$ cat src/rtl/core/bounded_ordered_list_engine_defines.svh
`ifndef BOUNDED_ORDERED_LIST_ENGINE_DEFINES_SVH
`define BOUNDED_ORDERED_LIST_ENGINE_DEFINES_SVH

// same-cycle implication, checked outside reset
`define BOLE_ASSERT_NOW(label, clk, rst_n, ante, cons, msg) \
  label: assert property (@(posedge clk) disable iff (!rst_n) (ante) |-> (cons)) \
    else $error(msg);

// next-cycle implication, checked outside reset
`define BOLE_ASSERT_NEXT(label, clk, rst_n, ante, cons, msg) \
  label: assert property (@(posedge clk) disable iff (!rst_n) (ante) |=> (cons)) \
    else $error(msg);

`endif

$ cat src/rtl/core/bole_pkg.sv
`timescale 1ns / 1ps
package bole_pkg;

  localparam int CAPACITY = 32;
  localparam int IDX_W    = $clog2(CAPACITY);
  localparam int CNT_W    = 6;
  localparam int VAL_W    = 32;

  // opcodes
  localparam logic [2:0] OP_ADD_HEAD = 3'd0;
  localparam logic [2:0] OP_ADD_TAIL = 3'd1;
  localparam logic [2:0] OP_INSERT   = 3'd2;
  localparam logic [2:0] OP_DEL_HEAD = 3'd3;
  localparam logic [2:0] OP_DEL_TAIL = 3'd4;
  localparam logic [2:0] OP_READ_OUT = 3'd5;

  // status codes
  localparam logic [1:0] ST_OK     = 2'd0;
  localparam logic [1:0] ST_EMPTY  = 2'd1;
  localparam logic [1:0] ST_FULL   = 2'd2;
  localparam logic [1:0] ST_BADPOS = 2'd3;

  typedef struct packed {
    logic [2:0]              opcode;
    logic [5:0]              position;
    logic signed [VAL_W-1:0] item_value;
  } in_item_t;

  typedef struct packed {
    logic [1:0]              status;
    logic signed [VAL_W-1:0] out_value;
    logic [CNT_W-1:0]        entry_count;
    logic                    last;
  } out_item_t;

  typedef struct packed {
    logic             alloc;
    logic [IDX_W-1:0] alloc_idx;
    logic             rel;
    logic [IDX_W-1:0] rel_idx;
  } free_cmd_t;

endpackage

$ cat src/rtl/core/bole_ram.sv
`timescale 1ns / 1ps
module bole_ram #(
  parameter int WIDTH = 32,
  parameter int DEPTH = 32
) (
  input  logic                     clk,
  input  logic                     we,
  input  logic [$clog2(DEPTH)-1:0] waddr,
  input  logic [WIDTH-1:0]         wdata,
  input  logic                     re,
  input  logic [$clog2(DEPTH)-1:0] raddr,
  output logic [WIDTH-1:0]         rdata
);

  logic [WIDTH-1:0] mem [DEPTH];
  logic [WIDTH-1:0] rdata_r;

  always_ff @(posedge clk) begin
    if (we) begin
      mem[waddr] <= wdata;
    end
  end

  // read data holds until the next read
  always_ff @(posedge clk) begin
    if (re) begin
      rdata_r <= mem[raddr];
    end
  end

  assign rdata = rdata_r;

endmodule

$ cat src/rtl/core/bole_free_map.sv
`timescale 1ns / 1ps
module bole_free_map import bole_pkg::*; (
  input  logic                clk,
  input  logic                rst_n,
  input  free_cmd_t           cmd,
  output logic [IDX_W-1:0]    free_idx,
  output logic [CAPACITY-1:0] free_vec
);

  logic [CAPACITY-1:0] free_r;
  logic [CAPACITY-1:0] free_nxt;

  always_comb begin
    free_nxt = free_r;
    if (cmd.alloc) begin
      free_nxt[cmd.alloc_idx] = 1'b0;
    end
    if (cmd.rel) begin
      free_nxt[cmd.rel_idx] = 1'b1;
    end
  end

  always_ff @(posedge clk) begin
    if (!rst_n) begin
      free_r <= '1;
    end else begin
      free_r <= free_nxt;
    end
  end

  // lowest free slot
  always_comb begin
    free_idx = '0;
    for (int i = CAPACITY - 1; i >= 0; i--) begin
      if (free_r[i]) begin
        free_idx = IDX_W'(i);
      end
    end
  end

  assign free_vec = free_r;

endmodule

$ cat src/rtl/core/bounded_ordered_list_engine.sv
`timescale 1ns / 1ps
// bounded ordered list engine: singly linked list of up to 32 signed values
// input channel (in_valid/in_stall/in_data) carries one operation per transfer:
//   add head, add tail, insert at 1-based position, delete head, delete tail,
//   read out; unknown opcodes answer ok and leave the list alone
// output channel (out_valid/out_stall/out_data) gives one status transfer per
//   operation, or one transfer per element on read out, last flagging the end
// one operation is in flight at a time; in_stall is low only when idle
// from input transfer to result: head adds, unknown opcodes and failures go
//   from decode straight to the response; delete head first reads the head
//   link; insert and add tail walk the link memory one link per cycle, then
//   link and fix the new element; delete tail with two or more elements walks
//   to the one before the tail; read out streams one element per cycle while
//   the receiver does not stall; the next input transfer comes in the cycle
//   after the last result is loaded; the link memory read port sets the rate,
//   slowest for add tail or insert at the end of a 31-element list
// a finished result sits in the output register; a stalled receiver holds it
//   and the engine waits before loading the next one, while idle it still
//   takes the next operation
// reset (rst_n low, synchronous) empties the list and clears both channels;
//   the value and link memories are not cleared; stale links are never followed
module bounded_ordered_list_engine import bole_pkg::*; (
  input  logic      clk,
  input  logic      rst_n,
  input  logic      in_valid,
  output logic      in_stall,
  input  in_item_t  in_data,
  output logic      out_valid,
  input  logic      out_stall,
  output out_item_t out_data
);

`include "bounded_ordered_list_engine_defines.svh"

  typedef enum logic [7:0] {
    S_IDLE   = 8'b0000_0001,
    S_DECIDE = 8'b0000_0010,
    S_WALK   = 8'b0000_0100,
    S_LINK   = 8'b0000_1000,
    S_FIX    = 8'b0001_0000,
    S_HEAD   = 8'b0010_0000,
    S_RDATA  = 8'b0100_0000,
    S_RESP   = 8'b1000_0000
  } state_t;

  state_t state_r, state_nxt;

  // latched operation
  logic [2:0]              op_r;
  logic [5:0]              pos_r;
  logic signed [VAL_W-1:0] val_r;

  // list control
  logic [IDX_W-1:0] head_r, head_nxt;
  logic [CNT_W-1:0] count_r, count_nxt;

  // walk / read out bookkeeping
  logic [IDX_W-1:0] p_r, p_nxt;
  logic [CNT_W-1:0] steps_r, steps_nxt;
  logic             rd_pend_r, rd_pend_nxt;
  logic [IDX_W-1:0] n_r, n_nxt;
  logic [1:0]       st_r, st_nxt;

  // output register
  logic      out_valid_r, out_valid_nxt;
  out_item_t out_data_r, out_data_nxt;
  logic      out_ready;
  logic      out_load;

  // memory ports
  logic             lk_we, lk_re, vl_we, vl_re;
  logic [IDX_W-1:0] lk_waddr, lk_raddr, vl_waddr, vl_raddr;
  logic [IDX_W-1:0] lk_wdata, lk_rdata;
  logic [VAL_W-1:0] vl_wdata, vl_rdata;

  // free map
  free_cmd_t           fcmd;
  logic [IDX_W-1:0]    free_idx;
  logic [CAPACITY-1:0] free_vec;

  logic             in_xfer;
  logic             full, empty;
  logic [CNT_W:0]   pos_ext;
  logic [CNT_W:0]   cnt_p1;
  logic [IDX_W-1:0] walk_cur;

  bole_ram #(.WIDTH(IDX_W), .DEPTH(CAPACITY)) u_link_ram (
    .clk   (clk),
    .we    (lk_we),
    .waddr (lk_waddr),
    .wdata (lk_wdata),
    .re    (lk_re),
    .raddr (lk_raddr),
    .rdata (lk_rdata)
  );

  bole_ram #(.WIDTH(VAL_W), .DEPTH(CAPACITY)) u_value_ram (
    .clk   (clk),
    .we    (vl_we),
    .waddr (vl_waddr),
    .wdata (vl_wdata),
    .re    (vl_re),
    .raddr (vl_raddr),
    .rdata (vl_rdata)
  );

  bole_free_map u_free_map (
    .clk      (clk),
    .rst_n    (rst_n),
    .cmd      (fcmd),
    .free_idx (free_idx),
    .free_vec (free_vec)
  );

  assign in_stall  = (state_r != S_IDLE);
  assign in_xfer   = in_valid && !in_stall;
  assign out_ready = !out_valid_r || !out_stall;
  assign out_valid = out_valid_r;
  assign out_data  = out_data_r;

  assign full    = (count_r == CNT_W'(CAPACITY));
  assign empty   = (count_r == '0);
  assign cnt_p1  = {1'b0, count_r} + (CNT_W + 1)'(1);
  // current walk pointer: fresh link data once a read is in flight
  assign walk_cur = rd_pend_r ? lk_rdata : p_r;

  // effective 1-based position for the add/insert family
  always_comb begin
    if (op_r == OP_ADD_HEAD) begin
      pos_ext = (CNT_W + 1)'(1);
    end else if (op_r == OP_ADD_TAIL) begin
      pos_ext = cnt_p1;
    end else begin
      pos_ext = {1'b0, pos_r};
    end
  end

  // sequencer: no memory is read and written in the same cycle, and every write
  // lands before any read of the same slot
  always_comb begin
    state_nxt    = state_r;
    head_nxt     = head_r;
    count_nxt    = count_r;
    p_nxt        = p_r;
    steps_nxt    = steps_r;
    rd_pend_nxt  = rd_pend_r;
    n_nxt        = n_r;
    st_nxt       = st_r;
    out_load     = 1'b0;
    out_data_nxt = out_data_r;
    lk_we        = 1'b0;
    lk_waddr     = n_r;
    lk_wdata     = head_r;
    lk_re        = 1'b0;
    lk_raddr     = head_r;
    vl_we        = 1'b0;
    vl_waddr     = n_r;
    vl_wdata     = val_r;
    vl_re        = 1'b0;
    vl_raddr     = head_r;
    fcmd         = '0;

    unique case (state_r)
      S_IDLE: begin
        if (in_xfer) begin
          state_nxt = S_DECIDE;
        end
      end

      S_DECIDE: begin
        st_nxt    = ST_OK;
        state_nxt = S_RESP;
        case (op_r)
          OP_ADD_HEAD, OP_ADD_TAIL, OP_INSERT: begin
            if (full) begin
              st_nxt = ST_FULL;
            end else if (pos_ext == '0 || pos_ext > cnt_p1) begin
              st_nxt = ST_BADPOS;
            end else if (pos_ext == (CNT_W + 1)'(1) || empty) begin
              // new head: link it to the old head, with no walk
              lk_we          = 1'b1;
              lk_waddr       = free_idx;
              lk_wdata       = head_r;
              vl_we          = 1'b1;
              vl_waddr       = free_idx;
              vl_wdata       = val_r;
              fcmd.alloc     = 1'b1;
              fcmd.alloc_idx = free_idx;
              head_nxt       = free_idx;
              count_nxt      = count_r + CNT_W'(1);
            end else begin
              n_nxt       = free_idx;
              p_nxt       = head_r;
              rd_pend_nxt = 1'b0;
              steps_nxt   = CNT_W'(pos_ext - (CNT_W + 1)'(2));
              state_nxt   = S_WALK;
            end
          end
          OP_DEL_HEAD: begin
            if (empty) begin
              st_nxt = ST_EMPTY;
            end else if (count_r == CNT_W'(1)) begin
              fcmd.rel     = 1'b1;
              fcmd.rel_idx = head_r;
              head_nxt     = '0;
              count_nxt    = '0;
            end else begin
              lk_re     = 1'b1;
              lk_raddr  = head_r;
              state_nxt = S_HEAD;
            end
          end
          OP_DEL_TAIL: begin
            if (empty) begin
              st_nxt = ST_EMPTY;
            end else if (count_r == CNT_W'(1)) begin
              fcmd.rel     = 1'b1;
              fcmd.rel_idx = head_r;
              head_nxt     = '0;
              count_nxt    = '0;
            end else begin
              p_nxt       = head_r;
              rd_pend_nxt = 1'b0;
              steps_nxt   = count_r - CNT_W'(2);
              state_nxt   = S_WALK;
            end
          end
          OP_READ_OUT: begin
            if (empty) begin
              st_nxt = ST_EMPTY;
            end else begin
              lk_re     = 1'b1;
              lk_raddr  = head_r;
              vl_re     = 1'b1;
              vl_raddr  = head_r;
              steps_nxt = count_r;
              state_nxt = S_RDATA;
            end
          end
          default: begin
            st_nxt = ST_OK;
          end
        endcase
      end

      // one link per cycle; the final read fetches the link of the target
      S_WALK: begin
        lk_re       = 1'b1;
        lk_raddr    = walk_cur;
        p_nxt       = walk_cur;
        rd_pend_nxt = 1'b1;
        if (steps_r == '0) begin
          state_nxt = S_LINK;
        end else begin
          steps_nxt = steps_r - CNT_W'(1);
        end
      end

      S_LINK: begin
        if (op_r == OP_DEL_TAIL) begin
          // lk_rdata is the old tail
          fcmd.rel     = 1'b1;
          fcmd.rel_idx = lk_rdata;
          lk_we        = 1'b1;
          lk_waddr     = p_r;
          lk_wdata     = '0;
          count_nxt    = count_r - CNT_W'(1);
          st_nxt       = ST_OK;
          state_nxt    = S_RESP;
        end else begin
          lk_we     = 1'b1;
          lk_waddr  = n_r;
          lk_wdata  = lk_rdata;
          vl_we     = 1'b1;
          vl_waddr  = n_r;
          vl_wdata  = val_r;
          state_nxt = S_FIX;
        end
      end

      // slot is claimed in the same cycle the count grows
      S_FIX: begin
        lk_we          = 1'b1;
        lk_waddr       = p_r;
        lk_wdata       = n_r;
        fcmd.alloc     = 1'b1;
        fcmd.alloc_idx = n_r;
        count_nxt      = count_r + CNT_W'(1);
        st_nxt         = ST_OK;
        state_nxt      = S_RESP;
      end

      S_HEAD: begin
        fcmd.rel     = 1'b1;
        fcmd.rel_idx = head_r;
        head_nxt     = lk_rdata;
        count_nxt    = count_r - CNT_W'(1);
        st_nxt       = ST_OK;
        state_nxt    = S_RESP;
      end

      // stream elements; a stalled output simply holds the read data
      S_RDATA: begin
        if (out_ready) begin
          out_load                 = 1'b1;
          out_data_nxt.status      = ST_OK;
          out_data_nxt.out_value   = vl_rdata;
          out_data_nxt.entry_count = count_r;
          out_data_nxt.last        = (steps_r == CNT_W'(1));
          if (steps_r == CNT_W'(1)) begin
            state_nxt = S_IDLE;
          end else begin
            lk_re     = 1'b1;
            lk_raddr  = lk_rdata;
            vl_re     = 1'b1;
            vl_raddr  = lk_rdata;
            steps_nxt = steps_r - CNT_W'(1);
          end
        end
      end

      S_RESP: begin
        if (out_ready) begin
          out_load                 = 1'b1;
          out_data_nxt.status      = st_r;
          out_data_nxt.out_value   = '0;
          out_data_nxt.entry_count = count_r;
          out_data_nxt.last        = 1'b1;
          state_nxt                = S_IDLE;
        end
      end

      default: begin
        state_nxt = S_IDLE;
      end
    endcase
  end

  always_comb begin
    if (out_load) begin
      out_valid_nxt = 1'b1;
    end else if (!out_stall) begin
      out_valid_nxt = 1'b0;
    end else begin
      out_valid_nxt = out_valid_r;
    end
  end

  always_ff @(posedge clk) begin
    if (!rst_n) begin
      state_r     <= S_IDLE;
      head_r      <= '0;
      count_r     <= '0;
      rd_pend_r   <= 1'b0;
      out_valid_r <= 1'b0;
    end else begin
      state_r     <= state_nxt;
      head_r      <= head_nxt;
      count_r     <= count_nxt;
      rd_pend_r   <= rd_pend_nxt;
      out_valid_r <= out_valid_nxt;
    end
  end

  // payload and scratch registers
  always_ff @(posedge clk) begin
    if (in_xfer) begin
      op_r  <= in_data.opcode;
      pos_r <= in_data.position;
      val_r <= in_data.item_value;
    end
    p_r        <= p_nxt;
    steps_r    <= steps_nxt;
    n_r        <= n_nxt;
    st_r       <= st_nxt;
    out_data_r <= out_data_nxt;
  end

  `BOLE_ASSERT_NOW(a_count_matches_free, clk, rst_n, 1'b1,
    ($countones(free_vec) + int'(count_r)) == CAPACITY,
    "element count disagrees with free map")
  `BOLE_ASSERT_NEXT(a_accept_decides, clk, rst_n, in_xfer,
    state_r == S_DECIDE, "accepted operation not decoded next cycle")
  `BOLE_ASSERT_NEXT(a_fix_grows, clk, rst_n, state_r == S_FIX,
    count_r == $past(count_r) + CNT_W'(1), "linked insert did not grow the list")
  `BOLE_ASSERT_NOW(a_last_ends_op, clk, rst_n, out_load && out_data_nxt.last,
    state_nxt == S_IDLE, "final result loaded while operation continues")

endmodule

$ cat config.mk
export PLATFORM = sky130hd
export DESIGN_NAME = bounded_ordered_list_engine
export DESIGN_NICKNAME = d
export VERILOG_FILES = /design/src/rtl/core/bole_pkg.sv /design/src/rtl/core/bole_ram.sv /design/src/rtl/core/bole_free_map.sv /design/src/rtl/core/bounded_ordered_list_engine.sv
export VERILOG_INCLUDE_DIRS = /design/src /design/src/rtl/core
export SDC_FILE = /design/constraint.sdc
export NUM_CORES = 2
export LEC_CHECK = 0
export ABC_AREA = 1
export BUFFER_PORTS_ARGS = -buffer_cell sky130_fd_sc_hd__buf_2
export CORE_MARGIN = 2
export CORE_UTILIZATION = 37
export CTS_BUF_LIST = sky130_fd_sc_hd__clkbuf_8
export DETAILED_ROUTE_END_ITERATION = 16
export GPL_ROUTABILITY_DRIVEN = 0
export HOLD_SLACK_MARGIN = 0.06
export PLACE_DENSITY = 0.52
export SKIP_LAST_GASP = 1
export SYNTH_ARGS = -nofsm -noshare
export SYNTH_HDL_FRONTEND = slang
export SYNTH_SLANG_ARGS = --single-unit
$ cat constraint.sdc
create_clock -name clk -period 5.4 [get_ports clk]
set_input_delay 0 -clock clk [delete_from_list [all_inputs] [get_ports clk]]
set_output_delay 0 -clock clk [all_outputs]
set_load 0.05 [all_outputs]
[Yosys cells after proc, flatten, opt, wreduce, memory -nomap -nowiden]
Memories as Yosys holds them, arrays and structs flattened. A register that Yosys moved wholly into a read port is not among the register bits.
Cells that the tools add are included.
Word-level totals
  memories kept: 2
  memory bits (writable): 1184
  bits in registers: 153
Operators by class
  multiplexer cells: 153
  reductions and logical operators: 33
  magnitude comparators: 5
  bitwise gates (word level): 6
  add/sub/neg operators: 6
  eq/ne operators: 39
Memory list
  u_value_ram.mem: words 32, width 32, rd ports 1, clocked after memory_dff 1, write ports 1, line bole_ram.sv:15  | logic [WIDTH-1:0] mem [DEPTH];
  u_link_ram.mem: words 32, width 5, rd ports 1, clocked after memory_dff 1, write ports 1, line bole_ram.sv:15
Operators by type and width (count)
  $mux 5: 53
  $mux 6: 23
  $mux 8: 14
  $mux 41: 2
  $pmux 41 s2: 1
  $mux 32: 2
  $pmux 5 s2: 6
  $pmux 8 s7: 1
  $pmux 6 s3: 3
  $and 32x32->32: 1
  $not 32->32: 1
  $or 32x32->32: 1
  $pmux 8 s4: 1
  $mux 1: 27
  $ne 3x3->1 const B: 9
  $pmux 6 s2: 2
  $pmux 6 s4: 1
  $ne 2x2->1 const B: 8
  $pmux 5 s3: 1
  $mux 7: 2
  $reduce_and 7->1: 2
  $eq 6x1->1 const B: 2
  $logic_not 6->1: 2
  $lt 5x6->1 const B: 2
  45 further kinds: 75

[Logic depth before layout (Yosys ltp)]
  word-level depth: 46
  gate-level depth with buffers: 37

[Hierarchy]
From an unflattened synthesis, not the netlist that was laid out.
Unflattened totals
  cell total of the unflattened synthesis: 5123
  area, all modules: 57692.8 um^2
By module, submodules not included
  bole_ram (u_value_ram): times used 1, area each 42726.0 um^2, sequential area each 31710.4 um^2, cells an instance 3536
  bole_ram (u_link_ram): times used 1, area each 6846.6 um^2, sequential area each 4954.8 um^2, cells an instance 595
  bounded_ordered_list_engine: times used 1, area each 6416.2 um^2, sequential area each 3423.3 um^2, cells an instance 720
  bole_free_map: times used 1, area each 1704.1 um^2, sequential area each 640.6 um^2, cells an instance 272

[Worst setup path before layout]
Ideal clock, no wire load.
  path type: register -> register
  start point: register op_r[1]
  end point: memory u_value_ram.mem[14][0] (enable)
  arrival: 4.193 ns
  clock period less this slack: 4.614 ns
  stages on the path, launching flop included: 22
  slack: 0.786 ns
  setup time: 0.421 ns
  cells stage by stage: edfxtp_1 inv_1 nand2_1 nor2_1 buf_2 o21ai_0 a21oi_1 ha_1 a21oi_1 nor2_1 a211oi_1 a32o_1 nand3_2 inv_2 nand2_8 nor2_4 a22oi_2 o21ai_1 inv_1 nor2_1 nand2_1 nor2_1
On the way
  cells in the longest elaborated chain, start to end: 12
  elaborated cells between the ends (all ways): 25
RTL lines
  start: declaration: line bounded_ordered_list_engine.sv:49  | logic [2:0] op_r;
  start signal: assignment: line bounded_ordered_list_engine.sv:368  | op_r <= in_data.opcode;
  branches (longest 12 deep; another with $gt 7x7->1)
  end: declaration: line bole_ram.sv:15
Several ways; the timed one is not identified.

[Final worst setup path]
  start point: register op_r[1]
  end point: memory u_value_ram.mem[31][24] (enable)
The elaborated chain is that of the path after synthesis.

==> reports/metrics.csv <==
stage,metric,value,unit
yosys,yosys_register_bits,1374,
grt,antenna_found_initial,10,
worst_setup_path,setup.worst_path.class,flop to flop,
place,dp_hpwl,96500,µm
drt,antenna_left,0,
yosys,yosys.cell_types.count,58,
cells_and_area,drive_above_1_share,13.7,%
yosys,synth_mux_area_share,0.0181,%
grt,met3_usage,3.38,%
power_and_ir_drop,ir_worst_vdd,0.306,mV
power_and_ir_drop,p_leak,21.4,nW
drt,viasPerCell,5.54,
sta,fmaxAchievable,0.208,GHz
drt,post_drt_wl_per_cell,24.7,µm
yosys,synth-warning-count,0,
floorplanning,dieHeight,390,µm
clock_network,cts_tree,built,
yosys,syn_area_per_cell,13.0,µm²
yosys,complex_gate_fraction_of_the_synthesized_area,13.4,%
yosys,syn_nets,4292,
sta,worst-slew-pin-transition,1150,ps
sta,worst_clock_skew,35.3,ps
grt,grt_util_all_layers,21.4,%
clock_network,cts_buffer_depth,3,
sta,final_period_minus_worst_setup_slack,4810,ps
grt,grt_first_pass_wirelength,242000,µm
status,status,"complete, no violations",
cells_and_area,area_growth,16.0,%
yosys,netlist_instances,4234,
sta,totalNegativeSetupSlack,0,ps
yosys,synth_simple_gate_area_share,9.04,%
floorplanning,core.rowCount,141,
cells_and_area,final_net_count,4620,
drt,routed-via-count,36976,
drt,detail_route.iter0.violations,3873,
floorplanning,die_width,390,µm
yosys,synth_fa_ha_area_share,0.295,%
worst_setup_path,worstSetupEndpointType,flop,
clock_network,clockRootBuffer,clkbuf_8,
sta,hold_viol,0,
grt,grt_start_max_net_pins,122,
clock_network,cts_setup_buffers,0,
run,maxCapViolations,0,
clock_network,cts_buffer_count,226,
sta,drv_slew,0,
yosys,synth-xor-area-share,0.172,%
floorplanning,initial_utilization,37.3,%
sta,rsz0062_at_grt,false,
floorplanning,core-area,148000,µm²
yosys,synth_seq_area_share,73.8,%
cells_and_area,stdcell_count,6680,
yosys,netlist_area,55200,µm²
floorplanning,die-area,152000,µm²
clock_network,cts_sinks,1374,
clock_network,clock_network_latency_to_the_later_pin_of_the_worst_skew_pair,940,ps
cells_and_area,final.fill_count,13678,
drt,drcViolationCount,0,
worst_setup_path,critical_path_arrival,5350,ps
grt,grt-busiest-layer,met2,
drt,routed_wl,165000,µm
sta,timing.final.crit_share,89.0,%
grt,grt_util_met1,31.0,%
clock_network,clk_transition_reported_paths,60,ps
place,place.port_buffers,87,
drt,detail_route.first_pass.iterations,6,
power_and_ir_drop,pwr_density_cell,414,nW/µm²
sta,setup_violations,0,
place,place_area,59000,µm²
grt,first_global_vias,36247,
clock_network,cts_htree_levels,4,
cells_and_area,final_cell_area,64000,µm²
worst_setup_path,setup.worst_path.start_class,flop,
power_and_ir_drop,p_total,0.0265,W
worst_setup_path,crit_path_max_fanout,32,
worst_setup_path,worstPathRequired,5950,ps
grt,grt_util_met2,33.6,%
sta,max_slew_margin,22.7,%
grt,overflow,0,
floorplanning,io_pins,88,
min_path,hold_class,input port to flop,
yosys,synth_top_family_by_area,compound AO/OA/AOI/OAI gates,
place,numPlacedInstances,6174,
==> cells in the final DEF, fill, tap and decap left out, drive strengths merged, types with 11 or more instances in the layout <==
master / count
dlygate4sd3: 90
a21oi: 54
o211ai: 32
dfxtp: 53
nor3: 11
o22ai: 45
o211a: 12
ha: 13
nand2: 236
a311oi: 37
o221ai: 265
nor2: 825
buf: 271
nand4: 12
nand3: 94
o21ai: 637
clkinv: 92
a31oi: 52
and3: 22
inv: 268
clkbuf: 232
edfxtp: 1321
==> critical path, cell delays in order (launching register included) <==
cell	delay (ps)
edfxtp_1	400
inv_1	110
nand2_1	80
nor2_2	320
o21ai_0	180
a21oi_1	240
ha_1	290
a21oi_1	160
nor2_1	50
a211oi_1	190
a32o_1	200
nand3_2	110
inv_2	110
nand2_8	90
nor2_4	190
a22oi_2	80
o21ai_1	160
inv_1	60
nor2_1	330
nand2_1	360
nor2_4	180
buf_4	470
==> timing repair <==
action,in CTS,in global routing
hold endpoints to repair,187,0
hold buffers,90,0
endpoints found under the setup margin,0,45
resized for setup,0,1
==> worst paths after layout <==
path,to,from,slack [ps],cells after the start
setup / recovery,u_value_ram.mem[31][24],op_r[1],590,21
hold / removal,pos_r[5],in_valid,230,4
setup reg to reg,u_value_ram.mem[31][24],op_r[1],590,21
hold reg to reg,u_free_map.free_vec[14],u_free_map.free_vec[14],440,2
==> per-layer routing <==
metal	routed length [µm]	part of all wire (%)
met1	74600	45
met4	3250	2.0
met3	10800	6.5
met5	0	0
met2	76400	46
==> layout make-up <==
type                    instances  area, µm²  area share, %
clock buffers                 232       3190           4.99
diodes                          3       7.51         0.0117
flip-flops and latches       1374      40700           63.6
clock inverters               181        892           1.39
inverters                     191        738           1.15
repair buffers                361       3060           4.77
well taps                    1930       2410           3.77
multi-input cells            2408      13000           20.3
==> sequential cells by signal, summed over array words and instances, names as in the netlist, 6 cells and up <==
register	flops
count_r	6
val_r	32
u_free_map.free_vec	32
u_value_ram.mem	1024
steps_r	6
out_data	41
pos_r	6
state_r	8
u_link_ram.mem	160
u_value_ram.rdata	32
==> cell usage after synthesis (all sizes together) <==
cell | n | area [µm²]
a41oi | 1 | 8.76
a31oi | 52 | 325
buf | 68 | 352
clkinv | 4 | 15.0
o21a | 6 | 45.0
o2111ai | 1 | 8.76
ha | 13 | 163
and2 | 3 | 18.8
edfxtp | 1321 | 39700
a22oi | 4 | 40.0
o22ai | 45 | 282
clkbuf | 193 | 728
xnor2 | 1 | 8.76
dfxtp | 53 | 1060
o211a | 12 | 120
nor4 | 9 | 108
nand3b | 2 | 15.0
o221ai | 265 | 2320
nand2 | 236 | 922
a32o | 1 | 10.0
nand4 | 12 | 87.6
o21bai | 3 | 22.5
o21ai | 637 | 3200
a21oi | 54 | 278
or4 | 1 | 11.3
a221oi | 6 | 52.6
mux2i | 1 | 10.0
a32oi | 2 | 17.5
o211ai | 32 | 240
inv | 187 | 702
nand3 | 94 | 475
or2 | 1 | 6.26
nor2 | 825 | 3150
and3 | 22 | 138
a221o | 2 | 20.0
a311oi | 37 | 324
a211oi | 6 | 45.0
xor2 | 9 | 86.3
o311ai | 1 | 8.76
o31ai | 1 | 7.51
nor3 | 11 | 55.1
==> cell families after synthesis <==
logic type / after synthesis
AOI/OAI and AO/OA: 1168
xor gates and xnor gates: 10
adders and majority gates: 13
buffers and inverters: 452
DFF: 1374
muxes: 1
and+or+nand+nor: 1216
==> metrics by stage <==
step           setup slack [ps]  utilization (%)  hold WS [ps]
2_1_floorplan               786                -          98.9
5_1_grt                     200             43.3           207
4_1_cts                     425             43.3           147
6_report                    592             43.3           234
3_5_place_dp                463             39.9           178
3_3_place_gp                526             39.9           178
==> power by group <==
part	internal [W]	total, W	switching, W
registers	0.0125	0.0126	0.000110
clock network	0.00420	0.00840	0.00419
logic	0.00143	0.00552	0.00409
total	0.0181	0.0265	0.00839
Note: power is estimated with default switching activity, not from simulation.
